--- src/itre_pkg.sv ---
// ----------------------------------------------------------------------------
// itre_pkg
// Widths, character codes and the control store of the Roman numeral encoder.
// ----------------------------------------------------------------------------
package itre_pkg;

    localparam int VALUE_W = 12;
    localparam int SYM_W   = 8;
    localparam int DIGIT_W = 4;
    localparam int QUO_W   = 9;
    localparam int CNT_W   = 3;
    localparam int POS_W   = 2;
    localparam int ADDR_W  = 4;
    localparam int PROD_W  = 2 * VALUE_W;

    localparam logic [VALUE_W-1:0] VALUE_MAX   = 12'd3999;
    // x / 10 == (x * 3277) >> 15 for every 12-bit x.
    localparam logic [VALUE_W-1:0] RECIP_TEN   = 12'd3277;
    localparam int                 RECIP_SHIFT = 15;

    localparam logic [SYM_W-1:0] CH_NONE = 8'h00;
    localparam logic [SYM_W-1:0] CH_M    = 8'h4D;
    localparam logic [SYM_W-1:0] CH_D    = 8'h44;
    localparam logic [SYM_W-1:0] CH_C    = 8'h43;
    localparam logic [SYM_W-1:0] CH_L    = 8'h4C;
    localparam logic [SYM_W-1:0] CH_X    = 8'h58;
    localparam logic [SYM_W-1:0] CH_V    = 8'h56;
    localparam logic [SYM_W-1:0] CH_I    = 8'h49;

    localparam logic [POS_W-1:0] POS_THOU  = 2'd3;
    localparam logic [POS_W-1:0] POS_HUND  = 2'd2;
    localparam logic [POS_W-1:0] POS_TENS  = 2'd1;
    localparam logic [POS_W-1:0] POS_UNITS = 2'd0;

    localparam logic [1:0] DIV_LAST = 2'd2;

    typedef logic [ADDR_W-1:0] uaddr_t;

    localparam uaddr_t A_WAIT  = 4'd0;
    localparam uaddr_t A_CHECK = 4'd1;
    localparam uaddr_t A_DIV   = 4'd2;
    localparam uaddr_t A_DISP  = 4'd3;
    localparam uaddr_t A_NINE  = 4'd4;
    localparam uaddr_t A_NINE2 = 4'd5;
    localparam uaddr_t A_FOUR  = 4'd6;
    localparam uaddr_t A_FOUR2 = 4'd7;
    localparam uaddr_t A_FIVE  = 4'd8;
    localparam uaddr_t A_ONES  = 4'd9;
    localparam uaddr_t A_ERR   = 4'd10;

    typedef enum logic [2:0] {
        OP_WAIT,
        OP_CHECK,
        OP_DIV,
        OP_DISP,
        OP_EMIT,
        OP_ERR
    } op_t;

    typedef enum logic [1:0] {
        SEL_ONE,
        SEL_FIVE,
        SEL_TEN
    } sym_sel_t;

    typedef enum logic [1:0] {
        END_NO,
        END_YES,
        END_CNT
    } end_t;

    typedef struct packed {
        op_t      op;
        sym_sel_t sel;
        end_t     endm;
        uaddr_t   tgt;
    } uword_t;

    typedef struct packed {
        logic [QUO_W-1:0]   quo;
        logic [DIGIT_W-1:0] rem;
    } div10_t;

    // Control store. The jump target is taken when the step's condition holds.
    function automatic uword_t ucode(input uaddr_t addr);
        uword_t w;
        case (addr)
            A_WAIT:  w = '{OP_WAIT,  SEL_ONE,  END_NO,  A_CHECK};
            A_CHECK: w = '{OP_CHECK, SEL_ONE,  END_NO,  A_ERR};
            A_DIV:   w = '{OP_DIV,   SEL_ONE,  END_NO,  A_DIV};
            A_DISP:  w = '{OP_DISP,  SEL_ONE,  END_NO,  A_DISP};
            A_NINE:  w = '{OP_EMIT,  SEL_ONE,  END_NO,  A_NINE2};
            A_NINE2: w = '{OP_EMIT,  SEL_TEN,  END_YES, A_DISP};
            A_FOUR:  w = '{OP_EMIT,  SEL_ONE,  END_NO,  A_FOUR2};
            A_FOUR2: w = '{OP_EMIT,  SEL_FIVE, END_YES, A_DISP};
            A_FIVE:  w = '{OP_EMIT,  SEL_FIVE, END_CNT, A_ONES};
            A_ONES:  w = '{OP_EMIT,  SEL_ONE,  END_CNT, A_ONES};
            A_ERR:   w = '{OP_ERR,   SEL_ONE,  END_NO,  A_WAIT};
            default: w = '{OP_WAIT,  SEL_ONE,  END_NO,  A_CHECK};
        endcase
        return w;
    endfunction

    function automatic logic [SYM_W-1:0] symbol_of(input logic [POS_W-1:0] pos,
                                                   input sym_sel_t sel);
        logic [SYM_W-1:0] ch;
        case (pos)
            POS_HUND:
                case (sel)
                    SEL_ONE:  ch = CH_C;
                    SEL_FIVE: ch = CH_D;
                    default:  ch = CH_M;
                endcase
            POS_TENS:
                case (sel)
                    SEL_ONE:  ch = CH_X;
                    SEL_FIVE: ch = CH_L;
                    default:  ch = CH_C;
                endcase
            POS_UNITS:
                case (sel)
                    SEL_ONE:  ch = CH_I;
                    SEL_FIVE: ch = CH_V;
                    default:  ch = CH_X;
                endcase
            default: ch = CH_M;
        endcase
        return ch;
    endfunction

endpackage

--- src/integer_to_roman_encoder.sv ---
// Sequence: an accepted value is range-checked, divided down to its four decimal digits, and
// the positions are then visited from the thousands down, each zero position skipped in turn.
// Zero or a value above 3999 gives a single flag beat instead; a receiver that holds off
// stalls the emit and flag steps.
// Throughput is one value at a time, set by the microcode step counter.
// Reset (rst_n, asynchronous) returns the sequencer to its wait step and empties the output.
// ----------------------------------------------------------------------------
// integer_to_roman_encoder
// Microcoded sequencer that converts a binary value into a run of Roman
// numeral characters, one per output beat.
// ----------------------------------------------------------------------------
module integer_to_roman_encoder (
    input  logic                          clk,
    input  logic                          rst_n,
    input  logic                          in_valid,
    output logic                          in_ready,
    input  logic [itre_pkg::VALUE_W-1:0]  value,
    output logic                          out_valid,
    input  logic                          out_ready,
    output logic [itre_pkg::SYM_W-1:0]    symbol,
    output logic                          last,
    output logic                          empty_res,
    output logic                          out_of_range
);

    itre_pkg::uaddr_t                     step_reg, step_next;
    logic [itre_pkg::VALUE_W-1:0]         quo_reg, quo_next;
    logic [3:0][itre_pkg::DIGIT_W-1:0]    dig_reg, dig_next;
    logic [1:0]                           dcnt_reg, dcnt_next;
    logic [itre_pkg::POS_W-1:0]           pos_reg, pos_next;
    logic [itre_pkg::CNT_W-1:0]           cnt_reg, cnt_next;
    logic                                 out_valid_reg, out_valid_next;
    logic [itre_pkg::SYM_W-1:0]           sym_reg, sym_next;
    logic                                 last_reg, last_next;
    logic                                 empty_reg, empty_next;
    logic                                 oor_reg, oor_next;

    itre_pkg::uword_t                     uw;
    itre_pkg::div10_t                     div_res;
    logic [itre_pkg::DIGIT_W-1:0]         cur_dig;
    logic                                 lower_zero;
    logic                                 slot_free;
    logic                                 fin;

    itre_div10 u_div10 (
        .dividend (quo_reg),
        .res      (div_res)
    );

    assign uw        = itre_pkg::ucode(step_reg);
    assign cur_dig   = dig_reg[pos_reg];
    assign slot_free = !out_valid_reg || out_ready;

    // No character follows once every lower decimal position is zero.
    always_comb
    begin
        case (pos_reg)
            itre_pkg::POS_THOU:
                lower_zero = (dig_reg[2] == '0) && (dig_reg[1] == '0) && (dig_reg[0] == '0);
            itre_pkg::POS_HUND:
                lower_zero = (dig_reg[1] == '0) && (dig_reg[0] == '0);
            itre_pkg::POS_TENS:
                lower_zero = (dig_reg[0] == '0);
            default:
                lower_zero = 1'b1;
        endcase
    end

    always_comb
    begin
        step_next      = step_reg;
        quo_next       = quo_reg;
        dig_next       = dig_reg;
        dcnt_next      = dcnt_reg;
        pos_next       = pos_reg;
        cnt_next       = cnt_reg;
        out_valid_next = out_valid_reg && !out_ready;
        sym_next       = sym_reg;
        last_next      = last_reg;
        empty_next     = empty_reg;
        oor_next       = oor_reg;
        in_ready       = 1'b0;
        fin            = (uw.endm == itre_pkg::END_YES)
                      || ((uw.endm == itre_pkg::END_CNT) && (cnt_reg == 3'd1));

        case (uw.op)
            itre_pkg::OP_WAIT:
            begin
                in_ready = 1'b1;
                if (in_valid)
                begin
                    quo_next  = value;
                    dcnt_next = '0;
                    pos_next  = itre_pkg::POS_THOU;
                    step_next = uw.tgt;
                end
            end

            itre_pkg::OP_CHECK:
            begin
                if ((quo_reg == '0) || (quo_reg > itre_pkg::VALUE_MAX))
                    step_next = uw.tgt;
                else
                    step_next = itre_pkg::uaddr_t'(step_reg + 1'b1);
            end

            itre_pkg::OP_DIV:
            begin
                quo_next           = itre_pkg::VALUE_W'(div_res.quo);
                dig_next[dcnt_reg] = div_res.rem;
                dcnt_next          = dcnt_reg + 1'b1;
                if (dcnt_reg == itre_pkg::DIV_LAST)
                begin
                    // What is left after three divisions is the thousands digit.
                    dig_next[itre_pkg::POS_THOU] = div_res.quo[itre_pkg::DIGIT_W-1:0];
                    step_next = itre_pkg::uaddr_t'(step_reg + 1'b1);
                end
                else
                begin
                    step_next = uw.tgt;
                end
            end

            itre_pkg::OP_DISP:
            begin
                if (cur_dig == '0)
                begin
                    if (pos_reg == itre_pkg::POS_UNITS)
                        step_next = itre_pkg::A_WAIT;
                    else
                        pos_next = pos_reg - 1'b1;
                end
                else if (cur_dig == 4'd9)
                begin
                    step_next = itre_pkg::A_NINE;
                end
                else if (cur_dig == 4'd4)
                begin
                    step_next = itre_pkg::A_FOUR;
                end
                else if (cur_dig >= 4'd5)
                begin
                    // The five-symbol counts as one of the characters of the digit.
                    cnt_next  = itre_pkg::CNT_W'(cur_dig - 4'd4);
                    step_next = itre_pkg::A_FIVE;
                end
                else
                begin
                    cnt_next  = itre_pkg::CNT_W'(cur_dig);
                    step_next = itre_pkg::A_ONES;
                end
            end

            itre_pkg::OP_EMIT:
            begin
                if (slot_free)
                begin
                    out_valid_next = 1'b1;
                    sym_next       = itre_pkg::symbol_of(pos_reg, uw.sel);
                    last_next      = fin && lower_zero;
                    empty_next     = 1'b0;
                    oor_next       = 1'b0;
                    if (fin)
                    begin
                        if (lower_zero)
                        begin
                            step_next = itre_pkg::A_WAIT;
                        end
                        else
                        begin
                            pos_next  = pos_reg - 1'b1;
                            step_next = itre_pkg::A_DISP;
                        end
                    end
                    else
                    begin
                        if (uw.endm == itre_pkg::END_CNT)
                            cnt_next = cnt_reg - 1'b1;
                        step_next = uw.tgt;
                    end
                end
            end

            itre_pkg::OP_ERR:
            begin
                if (slot_free)
                begin
                    out_valid_next = 1'b1;
                    sym_next       = itre_pkg::CH_NONE;
                    last_next      = 1'b1;
                    empty_next     = (quo_reg == '0);
                    oor_next       = (quo_reg != '0);
                    step_next      = uw.tgt;
                end
            end

            default:
            begin
                step_next = itre_pkg::A_WAIT;
            end
        endcase
    end

    always_ff @(posedge clk or negedge rst_n)
    begin
        if (!rst_n)
        begin
            step_reg      <= itre_pkg::A_WAIT;
            out_valid_reg <= 1'b0;
        end
        else
        begin
            step_reg      <= step_next;
            out_valid_reg <= out_valid_next;
        end
    end

    always_ff @(posedge clk)
    begin
        quo_reg   <= quo_next;
        dig_reg   <= dig_next;
        dcnt_reg  <= dcnt_next;
        pos_reg   <= pos_next;
        cnt_reg   <= cnt_next;
        sym_reg   <= sym_next;
        last_reg  <= last_next;
        empty_reg <= empty_next;
        oor_reg   <= oor_next;
    end

    assign out_valid    = out_valid_reg;
    assign symbol       = sym_reg;
    assign last         = last_reg;
    assign empty_res    = empty_reg;
    assign out_of_range = oor_reg;

endmodule

--- src/itre_div10.sv ---
// ----------------------------------------------------------------------------
// itre_div10
// Divides a 12-bit value by ten with a reciprocal multiply and gives the
// quotient and the decimal remainder.
// ----------------------------------------------------------------------------
module itre_div10 (
    input  logic [itre_pkg::VALUE_W-1:0] dividend,
    output itre_pkg::div10_t             res
);

    logic [itre_pkg::PROD_W-1:0]  prod;
    logic [itre_pkg::QUO_W-1:0]   quo;
    logic [itre_pkg::VALUE_W-1:0] times_ten;
    logic [itre_pkg::VALUE_W-1:0] diff;

    assign prod = itre_pkg::PROD_W'(dividend) * itre_pkg::PROD_W'(itre_pkg::RECIP_TEN);
    assign quo  = prod[itre_pkg::RECIP_SHIFT +: itre_pkg::QUO_W];

    // quo * 10 as two shifted copies; the remainder is always below ten.
    assign times_ten = itre_pkg::VALUE_W'({quo, 3'b000})
                     + itre_pkg::VALUE_W'({quo, 1'b0});
    assign diff      = dividend - times_ten;

    assign res.quo = quo;
    assign res.rem = diff[itre_pkg::DIGIT_W-1:0];

endmodule

--- config.mk ---
export PLATFORM = sky130hd
export DESIGN_NAME = integer_to_roman_encoder
export DESIGN_NICKNAME = d
export VERILOG_FILES = /design/src/itre_pkg.sv /design/src/integer_to_roman_encoder.sv /design/src/itre_div10.sv
export SDC_FILE = /design/constraint.sdc
export NUM_CORES = 1
export LEC_CHECK = 0
export ABC_AREA = 1
export ABC_CLOCK_PERIOD_IN_PS = 10600
export BUFFER_PORTS_ARGS = -buffer_cell sky130_fd_sc_hd__clkbuf_2
export CAP_MARGIN = 10
export CORE_MARGIN = 3
export CORE_UTILIZATION = 60
export CTS_BUF_LIST = sky130_fd_sc_hd__clkbuf_8
export CTS_CLUSTER_SIZE = 10
export DETAILED_ROUTE_END_ITERATION = 16
export PLACE_DENSITY = 0.82
export SLEW_MARGIN = 20
export SYNTH_ARGS = -nofsm -noshare
export SYNTH_HDL_FRONTEND = slang
export SYNTH_SLANG_ARGS = --single-unit
--- constraint.sdc ---
create_clock -name clk -period 10.6 [get_ports clk]
set_clock_uncertainty 0.05 [all_clocks]
set_input_delay 1.59 -clock clk [delete_from_list [all_inputs] [get_ports clk]]
set_output_delay 1.59 -clock clk [all_outputs]
set_load 0.05 [all_outputs]
# Word-level counts from Yosys, hierarchy flattened
# Memory sizes are Yosys's and may differ from the RTL's.
# Index checks and enable logic that the tools add are counted.
[totals] in_bits=16 wordCells=144 rom_bits=176 out_inout_bits=13 memories=1 ff_bits=51
[op_classes] mux=57 eq_ne=28 add_sub_neg=7 multipliers=1 order_cmp=5 reduce_logical=31
[mem_list] memory="(no name shown)" words=16 word_bits=11 rd=1 rd_ports_with_merged_regs=0 write_ports=0 line="itre_pkg.sv:87" text="case (addr)"
[op_table] cell="2-to-1 mux 4 bit" count=13
[op_table] cell="multiplier 12 x 12 -> 24 bit, second input constant" count=1
[op_table] cell="inequality test 2 bit, second input constant" count=12
[op_table] cell="case mux 12 bit (2 select lines)" count=1
[op_table] cell="case mux 4 bit (6 select lines)" count=1
[op_table] cell="case mux 8 bit (3 select lines)" count=1
[op_table] cell="2-to-1 mux 3 bit" count=7
[op_table] cell="case mux 5 bit (2 select lines)" count=2
[op_table] cell="bitwise mux 16 bit" count=1
[op_table] cell="zero test 4 bit" count=4
[op_table] cell="2-to-1 mux 2 bit" count=8
[op_table] cell="2-to-1 mux 8 bit" count=2
[op_table] cell="case mux 8 bit (2 select lines)" count=1
[op_table] cell="AND reduction 7 bit" count=2
[op_table] cell="> comparator 12 bit, second input constant" count=1
[op_table] cell="zero test 12 bit" count=1
[op_table] cell="2-to-1 mux 12 bit" count=1
[op_table] cell="nonzero test 12 bit" count=1
[op_table] cell="2-to-1 mux 1 bit" count=9
[op_table] cell="binary-select mux 4 bit (select 2 bit)" count=1
[op_table] cell="demux 4 bit (select 2 bit)" count=1
[op_table] cell="== test 2 bit, second input constant" count=4
[op_table] cell="case mux 4 bit (2 select lines)" count=1
[op_table] cell="logical AND 1 bit" count=7
[op_table] cell="32 further kinds" count=46

# Depth between registers and ports, before layout
# Gate-level depths: netlist of the first run.
[logic_depth] depth_word=8 depth_mapped=27 ltp_nobuf=27

# By module
# Synthesis of the first run repeated with hierarchy kept, for this count alone.
[unflattened] hier_cells=780 area_unflattened_um2=6165.9
[by_module_without_submodules] mod="integer_to_roman_encoder" seq_area_each_um2=1446.4 n_inst=1 cells_each=383 area_each_um2=3106.7
[by_module_without_submodules] mod="itre_div10" seq_area_each_um2=0.0 n_inst=1 cells_each=397 area_each_um2=3059.2

# Worst setup path after synthesis of the first run
# Ideal clock, no wire load.
[synth_path] kind="register to register" from="register quo_reg[7] (netlist bit)" to="register dig_reg[15] (netlist bit) (data pin)" t_required_ns=10.298 path_slack_ns=5.497 arrival_ns=4.801 path_stages_with_launch=27 period_less_slack_ns=5.103 path_cell_list="edfxtp_1 > ha_1 > inv_1 > fa_1 > fa_1 > inv_1 > fa_1 > inv_1 > fa_1 > inv_1 > ha_1 > nand2_1 > nor2_1 > inv_1 > nor2_1 > nor2_1 > nand2_1 > xor2_1 > ha_1 > nand2_1 > nand3_1 > nand2_1 > nand2_1 > nand2_1 > nand2_1 > nand2_1 > nand2_1"
[synth_lines] element="start: declaration" line="integer_to_roman_encoder.sv:27" text="logic [itre_pkg::VALUE_W-1:0] quo_reg, quo_next;"
[synth_lines] element="start signal: assignment" line="integer_to_roman_encoder.sv:220" text="quo_reg <= quo_next;"
[synth_lines] element="end signal: assignment" line="integer_to_roman_encoder.sv:221" text="dig_reg <= dig_next;"
[synth_lines] element="end: declaration" line="integer_to_roman_encoder.sv:28" text="logic [3:0][itre_pkg::DIGIT_W-1:0] dig_reg, dig_next;"

==> results of run 1 <==
## area by class of cell
class,instances,area (sq um),area share (%)
sequential,49,1446,22.74
inverter,164,618.1,9.719
timing repair buffer,27,137.6,2.164
clock buffer,5,68.82,1.082
tap,129,161.4,2.538
multi-input combinational,519,3901,61.34
clock inverter,3,26.28,0.4131
## worst max-delay path: stages (launching register included)
cell and delay (ns):
edfxtp_1 0.56, inv_1 0.13, ha_1 0.40, ha_1 0.31, inv_1 0.05, fa_1 0.53
inv_1 0.06, fa_1 0.54, inv_1 0.06, fa_1 0.54, inv_1 0.05, ha_1 0.35
a21oi_1 0.23, a21boi_0 0.30, nor2_1 0.07, nor2_1 0.08, nand2_1 0.09, xor2_1 0.26
ha_1 0.31, nand2_1 0.10, nand3_1 0.08, nand2_1 0.08, nand2_1 0.05, nand2_1 0.06
nand2_1 0.10, nand2_1 0.08, nand2_1 0.05
## Yosys cell counts, types with 2 or more instances
cell / count / area [sq um]
o211ai_1: 3 / 22.52
nand3_1: 42 / 210.2
nor2_1: 47 / 176.4
o31ai_1: 2 / 15.01
edfxtp_1: 44 / 1321
or2_2: 2 / 12.51
a31oi_1: 6 / 37.54
xnor2_1: 4 / 35.03
o21ai_0: 19 / 95.09
nor3_1: 7 / 35.03
nand3b_1: 2 / 15.01
nand2_2: 9 / 56.30
xor2_1: 7 / 61.31
fa_1: 37 / 740.7
a21o_1: 2 / 15.01
nor2_4: 2 / 22.52
inv_2: 7 / 26.28
o21bai_1: 2 / 15.01
dfrtp_1: 5 / 125.1
o22ai_1: 3 / 18.77
ha_1: 115 / 1439
a21oi_1: 30 / 150.1
nand4_1: 4 / 25.02
o21ai_1: 2 / 10.01
buf_4: 3 / 22.52
inv_1: 156 / 585.6
nand2_1: 159 / 596.8
clkbuf_1: 2 / 7.510
## layer usage
layer  up-vias  global-route usage (%)
li1       2403                       -
met1      2304                   37.38
met2       236                   41.30
met3        24                   4.068
met4         0                   5.273
met5         -                       0
## per-stage QoR
step	hold slack, ns	setup WS [ns]	utilization (%)	cell area, sq um	instances
6_report	0.5848	4.790	67.24	6360	896
5_1_grt	0.6281	4.497	67.24	6360	896
4_1_cts	0.5903	4.902	67.24	6360	896
3_5_place_dp	0.5746	4.931	66.23	6265	888
3_3_place_gp	0.5591	5.097	66.23	6265	888
2_1_floorplan	0.5064	5.497	-	5996	737
## layout by cell type, fill, tap and decap left out, drive strengths merged
cell / Yosys / routed
o21bai: 2 / 2
a22o: 1 / 1
nand3: 43 / 43
xor2: 7 / 7
nor3: 7 / 7
o2111ai: 1 / 1
a22oi: 1 / 1
nand4: 4 / 4
a21oi: 30 / 30
conb: 1 / 2
nand2: 169 / 169
clkinvlp: 0 / 2
nand3b: 2 / 2
a31oi: 6 / 6
nor2: 50 / 50
clkbuf: 2 / 31
a211oi: 1 / 1
o22ai: 3 / 3
buf: 3 / 1
a21boi: 1 / 1
fa: 37 / 37
dfrtp: 5 / 5
o211ai: 3 / 3
o31ai: 2 / 2
a21o: 2 / 2
or2: 3 / 3
nor4: 1 / 1
ha: 115 / 115
edfxtp: 44 / 44
o21ai: 22 / 22
inv: 164 / 165
xnor2: 4 / 4
## path summary, 6_finish.rpt
path / from / endpoint / slack (ns)
worst max-delay path: quo_reg[0] / dig_reg[15] / 4.79
worst min-delay path: dcnt_reg[0] / dcnt_reg[0] / 0.58
worst max register to register: quo_reg[0] / dig_reg[15] / 4.79
worst min register to register: dcnt_reg[0] / dcnt_reg[0] / 0.58
max in group asynchronous: rst_n / step_reg[2] / 9.33
min in group asynchronous: rst_n / step_reg[1] / 1.03
## cell families (layout without fill, tap and decap cells)
family / count (synthesis) / in the layout / share of synthesized area, %
and+or+nand+nor: 279 / 279 / 19.86
buffers and inverters: 169 / 199 / 10.82
adders and majority gates: 152 / 152 / 36.38
AOI/OAI and AO/OA: 75 / 75 / 7.141
DFF: 49 / 49 / 24.14
xor gates and xnor gates: 11 / 11 / 1.608
other: 1 / 2 / 0.06258
==> metrics.txt, run 1 <==
status=finished clean; fmax=172.1 MHz; DR WL met2=6.232 mm; Final Hold Fails=0; Initial Util=63.35%; Total Routed Length=13.82 mm; die area=11220 sq um; Period minus WS final=5.810 ns; largest net degree at the start of global routing=25; highest routed layer=met4; worst hold stages=1; Max Cap Viol=0; IO Pins=29; # Post-CTS Setup Buffers=0; vias in the first global route=4874; deepest clock path buffer count=2; Skew-Pair Late Insertion Delay=0.31 ns; H-tree Lvls=2; Reg clk slew, reported paths=0.10 ns; Arrival @ worst endpoint=5.84 ns; synthesized instance count=736; 1st-pass router iterations=5; DIE WIDTH=105.9 microns; critical path type=flop to flop; ys async rst share=10.20%; die boundary height=105.9 microns; global-route wire length before repair=23.14 mm; DR vias/cell=5.544; crit end category=flop; Least-Margin Pin Slew=0.7554 ns; yosys warns=0; Port Buffers=26; WL/cell=15.43 microns; R2R depth=26; post-cts resize count=0; Netlist cell types=41; core area=9459 sq um; num rows=35; Final setup viols=0; setup_tns=0 ns; gpl congestion=0.9834; register area share after synthesis=24.14%; initial DRC count=402; wire length on met3=1.256 mm; Post-DRT Antenna Nets=0; element type at the critical path start=flop; fin nets=934; synthesized flop and latch total=49; HP Class=flop to flop; CTS Hold Bufs=0; GRT Overall Usage=25.80%; n_diodes=0; ys flop type=edfxtp_1; number of synthesized flops with an enable pin=44; Num CTS Buffers=5; fin crit share=54.81%; CP Max Fanout=7; HPWL Detailed=11.83 mm; initial antenna violation count=0; CP Data Required Time=10.63 ns; max FFs per register=16; Synth Cell Area=5992 sq um; Slew HR=49.52%; Mean Syn Cell Area=8.141 sq um; Met1 Wirelength=6.125 mm; grt total ovfl=0; Area Overhead vs Synth=6.139%; Slew Limit Fails=0; clock sink count=49; root buf cell=clkbuf_8; layout cells sized above 1=7.823%; CTS tree=done; via count=4967; RSZ-0062 raised after global routing=false; # DRC=0; FILL cells=769
Power of run 1 is left out: the tool's default activity adds up to more than one toggle a clock period on the data nets, which glitch-free logic cannot reach.
==> inputs of run 2 (changes only) <==
--- a/config.mk
+++ b/config.mk
@@ -5,8 +5,8 @@
 export SDC_FILE = /design/constraint.sdc
 export NUM_CORES = 1
 export LEC_CHECK = 0
-export ABC_AREA = 1
-export ABC_CLOCK_PERIOD_IN_PS = 10600
+export ABC_AREA = 0
+export ABC_CLOCK_PERIOD_IN_PS = 5600
 export BUFFER_PORTS_ARGS = -buffer_cell sky130_fd_sc_hd__clkbuf_2
 export CAP_MARGIN = 10
 export CORE_MARGIN = 3
==> constraint.sdc (replaced) <==
create_clock -name clk -period 5.6 [get_ports clk]
set_clock_uncertainty 0.05 [all_clocks]
set_input_delay 0.84 -clock clk [delete_from_list [all_inputs] [get_ports clk]]
set_output_delay 0.84 -clock clk [all_outputs]
set_load 0.05 [all_outputs]
==> run 2 against run 1 <==
  * The flow now finishes with violations (negative setup slack)
  * Critical path depth is 2 lower
  * Non-clock buffer count is 58 higher
  * Area after synthesis is 3.1% lower
  * Sequential cell count stayed put
  * First-iteration DRC count is 40% lower
  * Die area is 3.0% lower
  * Critical path type unchanged
  * Largest cell class unchanged
==> metrics.txt, run 2 <==
status=finished with violations; HP Class=input pin to asynchronous set/reset pin; Area after DPL=6460 sq um (+3.1%); Period minus WS final=5.779 ns (-0.03094 ns); grt total ovfl=0 (unchanged); top post-synthesis cells by area=ha_1 (25%), edfxtp_1 (23%), fa_1 (13%); deepest clock path buffer count=2 (unchanged); fmax=173.1 MHz (+0.54%); FILL cells=650 (-15%); clock sink count=49 (unchanged); r2r setup slk=-0.18 ns (-4.97 ns); Synth Cell Area=5804 sq um (-3.1%); final setup margin=-0.1787 ns (-4.969 ns); commonest cells in the netlist=ha_1 (115), inv_1 (111), edfxtp_1 (44); 1st-pass router iterations=5 (unchanged); Initial Util=62.23% (-1.1 points); global-route wire length before repair=23.81 mm (+2.9%); final instance area=6798 sq um (+6.9%); largest net degree at the start of global routing=26 (+4.0%); num rows=35 (unchanged); initial DRC count=243 (-40%); failing checks=negative setup slack; fin nets=824 (-12%); fin crit share=103.2% (+48 points); critical path type=flop to flop; placed insts=760 (-14%); Skew-Pair Late Insertion Delay=0.31 ns (about the same); vias in the first global route=4764 (-2.3%); Least-Margin Pin Slew=0.9522 ns (+0.1968 ns); DIE WIDTH=104.4 microns (-1.5%); most common cell after layout, fill and taps aside=ha_1; WL/cell=18.28 microns (+19%); initial antenna violation count=0 (unchanged); Hold Slack=0.2695 ns (-0.3153 ns); H-tree Lvls=2 (unchanged); Total Routed Length=14.37 mm (+4.0%); IO Pins=29 (unchanged); n_diodes=0 (unchanged); leading area contributor after synthesis=ha_1; Arrival @ worst endpoint=5.80 ns (-0.04 ns); yosys warns=0 (unchanged); ys async rst share=10.20% (unchanged); CTS tree=done; Slew HR=36.52% (-13 points); top-area cell type share of the netlist area=24.79% (+0.78 points); Num CTS Buffers=5 (unchanged); Mean Syn Cell Area=10.08 sq um (+24%); Port Buffers=26 (unchanged); via count=4586 (-7.7%); gpl congestion=0.9280 (-5.6%); Slew Limit Fails=0 (unchanged); Max Cap Viol=0 (unchanged); Post-DRT Antenna Nets=0 (unchanged); Reg clk slew, reported paths=0.10 ns (about the same); synthesized instance count=576 (-22%); DR vias/cell=5.835 (+5.3%); register area share after synthesis=24.92% (+0.78 points); GRT Overall Usage=27.26% (+1.5 points); synthesized flop and latch total=49 (unchanged); core area=9328 sq um (-1.4%); Netlist cell types=78 (+90%); Area Overhead vs Synth=17.12%; Final setup viols=4 (+4); HPWL Detailed=11.45 mm (-3.2%); # DRC=0 (unchanged); die boundary height=104.4 microns (-1.5%); count leader, synth=ha_1; element type at the critical path start=flop; layout cells sized above 1=23.29% (+15 points); die area=10890 sq um (-3.0%); post-route insts no fill=786 (-12%); RSZ-0062 raised after global routing=true; max FFs per register=16 (unchanged); CP Max Fanout=4 (-3); Final Hold Fails=0 (unchanged); CP Data Required Time=5.62 ns (-5.01 ns); root buf cell=clkbuf_8; ys flop type=edfxtp_1; crit end category=flop; commonest non-fill, non-tap cells in the layout=ha_1 (103), inv_1 (97), buf_4 (51); number of synthesized flops with an enable pin=44 (unchanged); CTS Hold Bufs=0 (unchanged)
[run 2: cell type report]
class                      count  area (sq um)  area share, %
clock inverter                 3         21.27         0.3129
inverter                     111         416.7          6.129
clock buffer                   5         68.82          1.012
multi-input combinational    404          4080          60.02
tap                          129         161.4          2.374
timing repair buffer          85         603.1          8.872
sequential                    49          1446          21.28
[run 2: metrics by stage]
| stage | util (%) | TNS [ns] | worst slack [ns] |
|---|---|---|---|
| after CTS | 72.17 | -0.03940 | -0.03940 |
| after floorplan | - | 0 | 0.008065 |
| after detailed placement | 69.26 | -0.9843 | -0.3052 |
| after global routing | 72.88 | -1.217 | -0.3703 |
| after global placement | 69.26 | -0.2336 | -0.1180 |
| final | 72.88 | -0.4331 | -0.1787 |
[run 2: cell families after synthesis]
| kind of cell | share of synthesized area (%) |
|---|---|
| DFF | 24.92 |
| muxes | 2.630 |
| buffers and inverters | 8.428 |
| and+or+nand+nor | 11.81 |
| AOI/OAI and AO/OA | 12.48 |
| adders and majority gates | 37.55 |
| other | 0.06461 |
| xor gates and xnor gates | 2.113 |
[run 2: critical path: stages, from the launching register on]
cell	delay, ns
edfxtp_1	0.48
buf_6	0.16
ha_4	0.26
xor2_4	0.19
ha_4	0.15
a21o_1	0.16
fa_1	0.48
fa_1	0.50
inv_1	0.05
fa_1	0.50
inv_2	0.05
ha_4	0.26
inv_2	0.04
a21oi_2	0.11
o21ai_1	0.10
a21boi_2	0.20
nand2_2	0.11
xnor2_2	0.14
ha_1	0.33
nor3b_4	0.17
nor2_2	0.14
a31o_2	0.18
a221oi_2	0.04
or3_1	0.41
a32o_1	0.27
[run 2: final timing paths]
check | to | cells after the start | startpoint
min in group clk | out_valid | 2 | out_valid
max in group asynchronous | out_valid | 1 | rst_n
hold reg to reg | out_valid | 2 | out_valid
hold / removal | step_reg[0] | 1 | rst_n
setup / recovery | dig_reg[15] | 24 | quo_reg[2]
setup reg to reg | dig_reg[15] | 24 | quo_reg[2]
[run 2: repair_timing]
item                       in CTS  in global routing
setup endpoints to repair       4                  5
buffers inserted               17                  8
gates resized for setup        17                 15
pin swaps                      21                 13
[run 2: routing by layer]
layer	routed length (microns)	vias to the layer above	track usage, %
li1	-	2163	-
met1	6083	2233	36.42
met2	7172	163	46.45
met3	842	27	4.345
met4	268	0	6.648
met5	0	-	0
Power of run 2 is left out for the same reason.
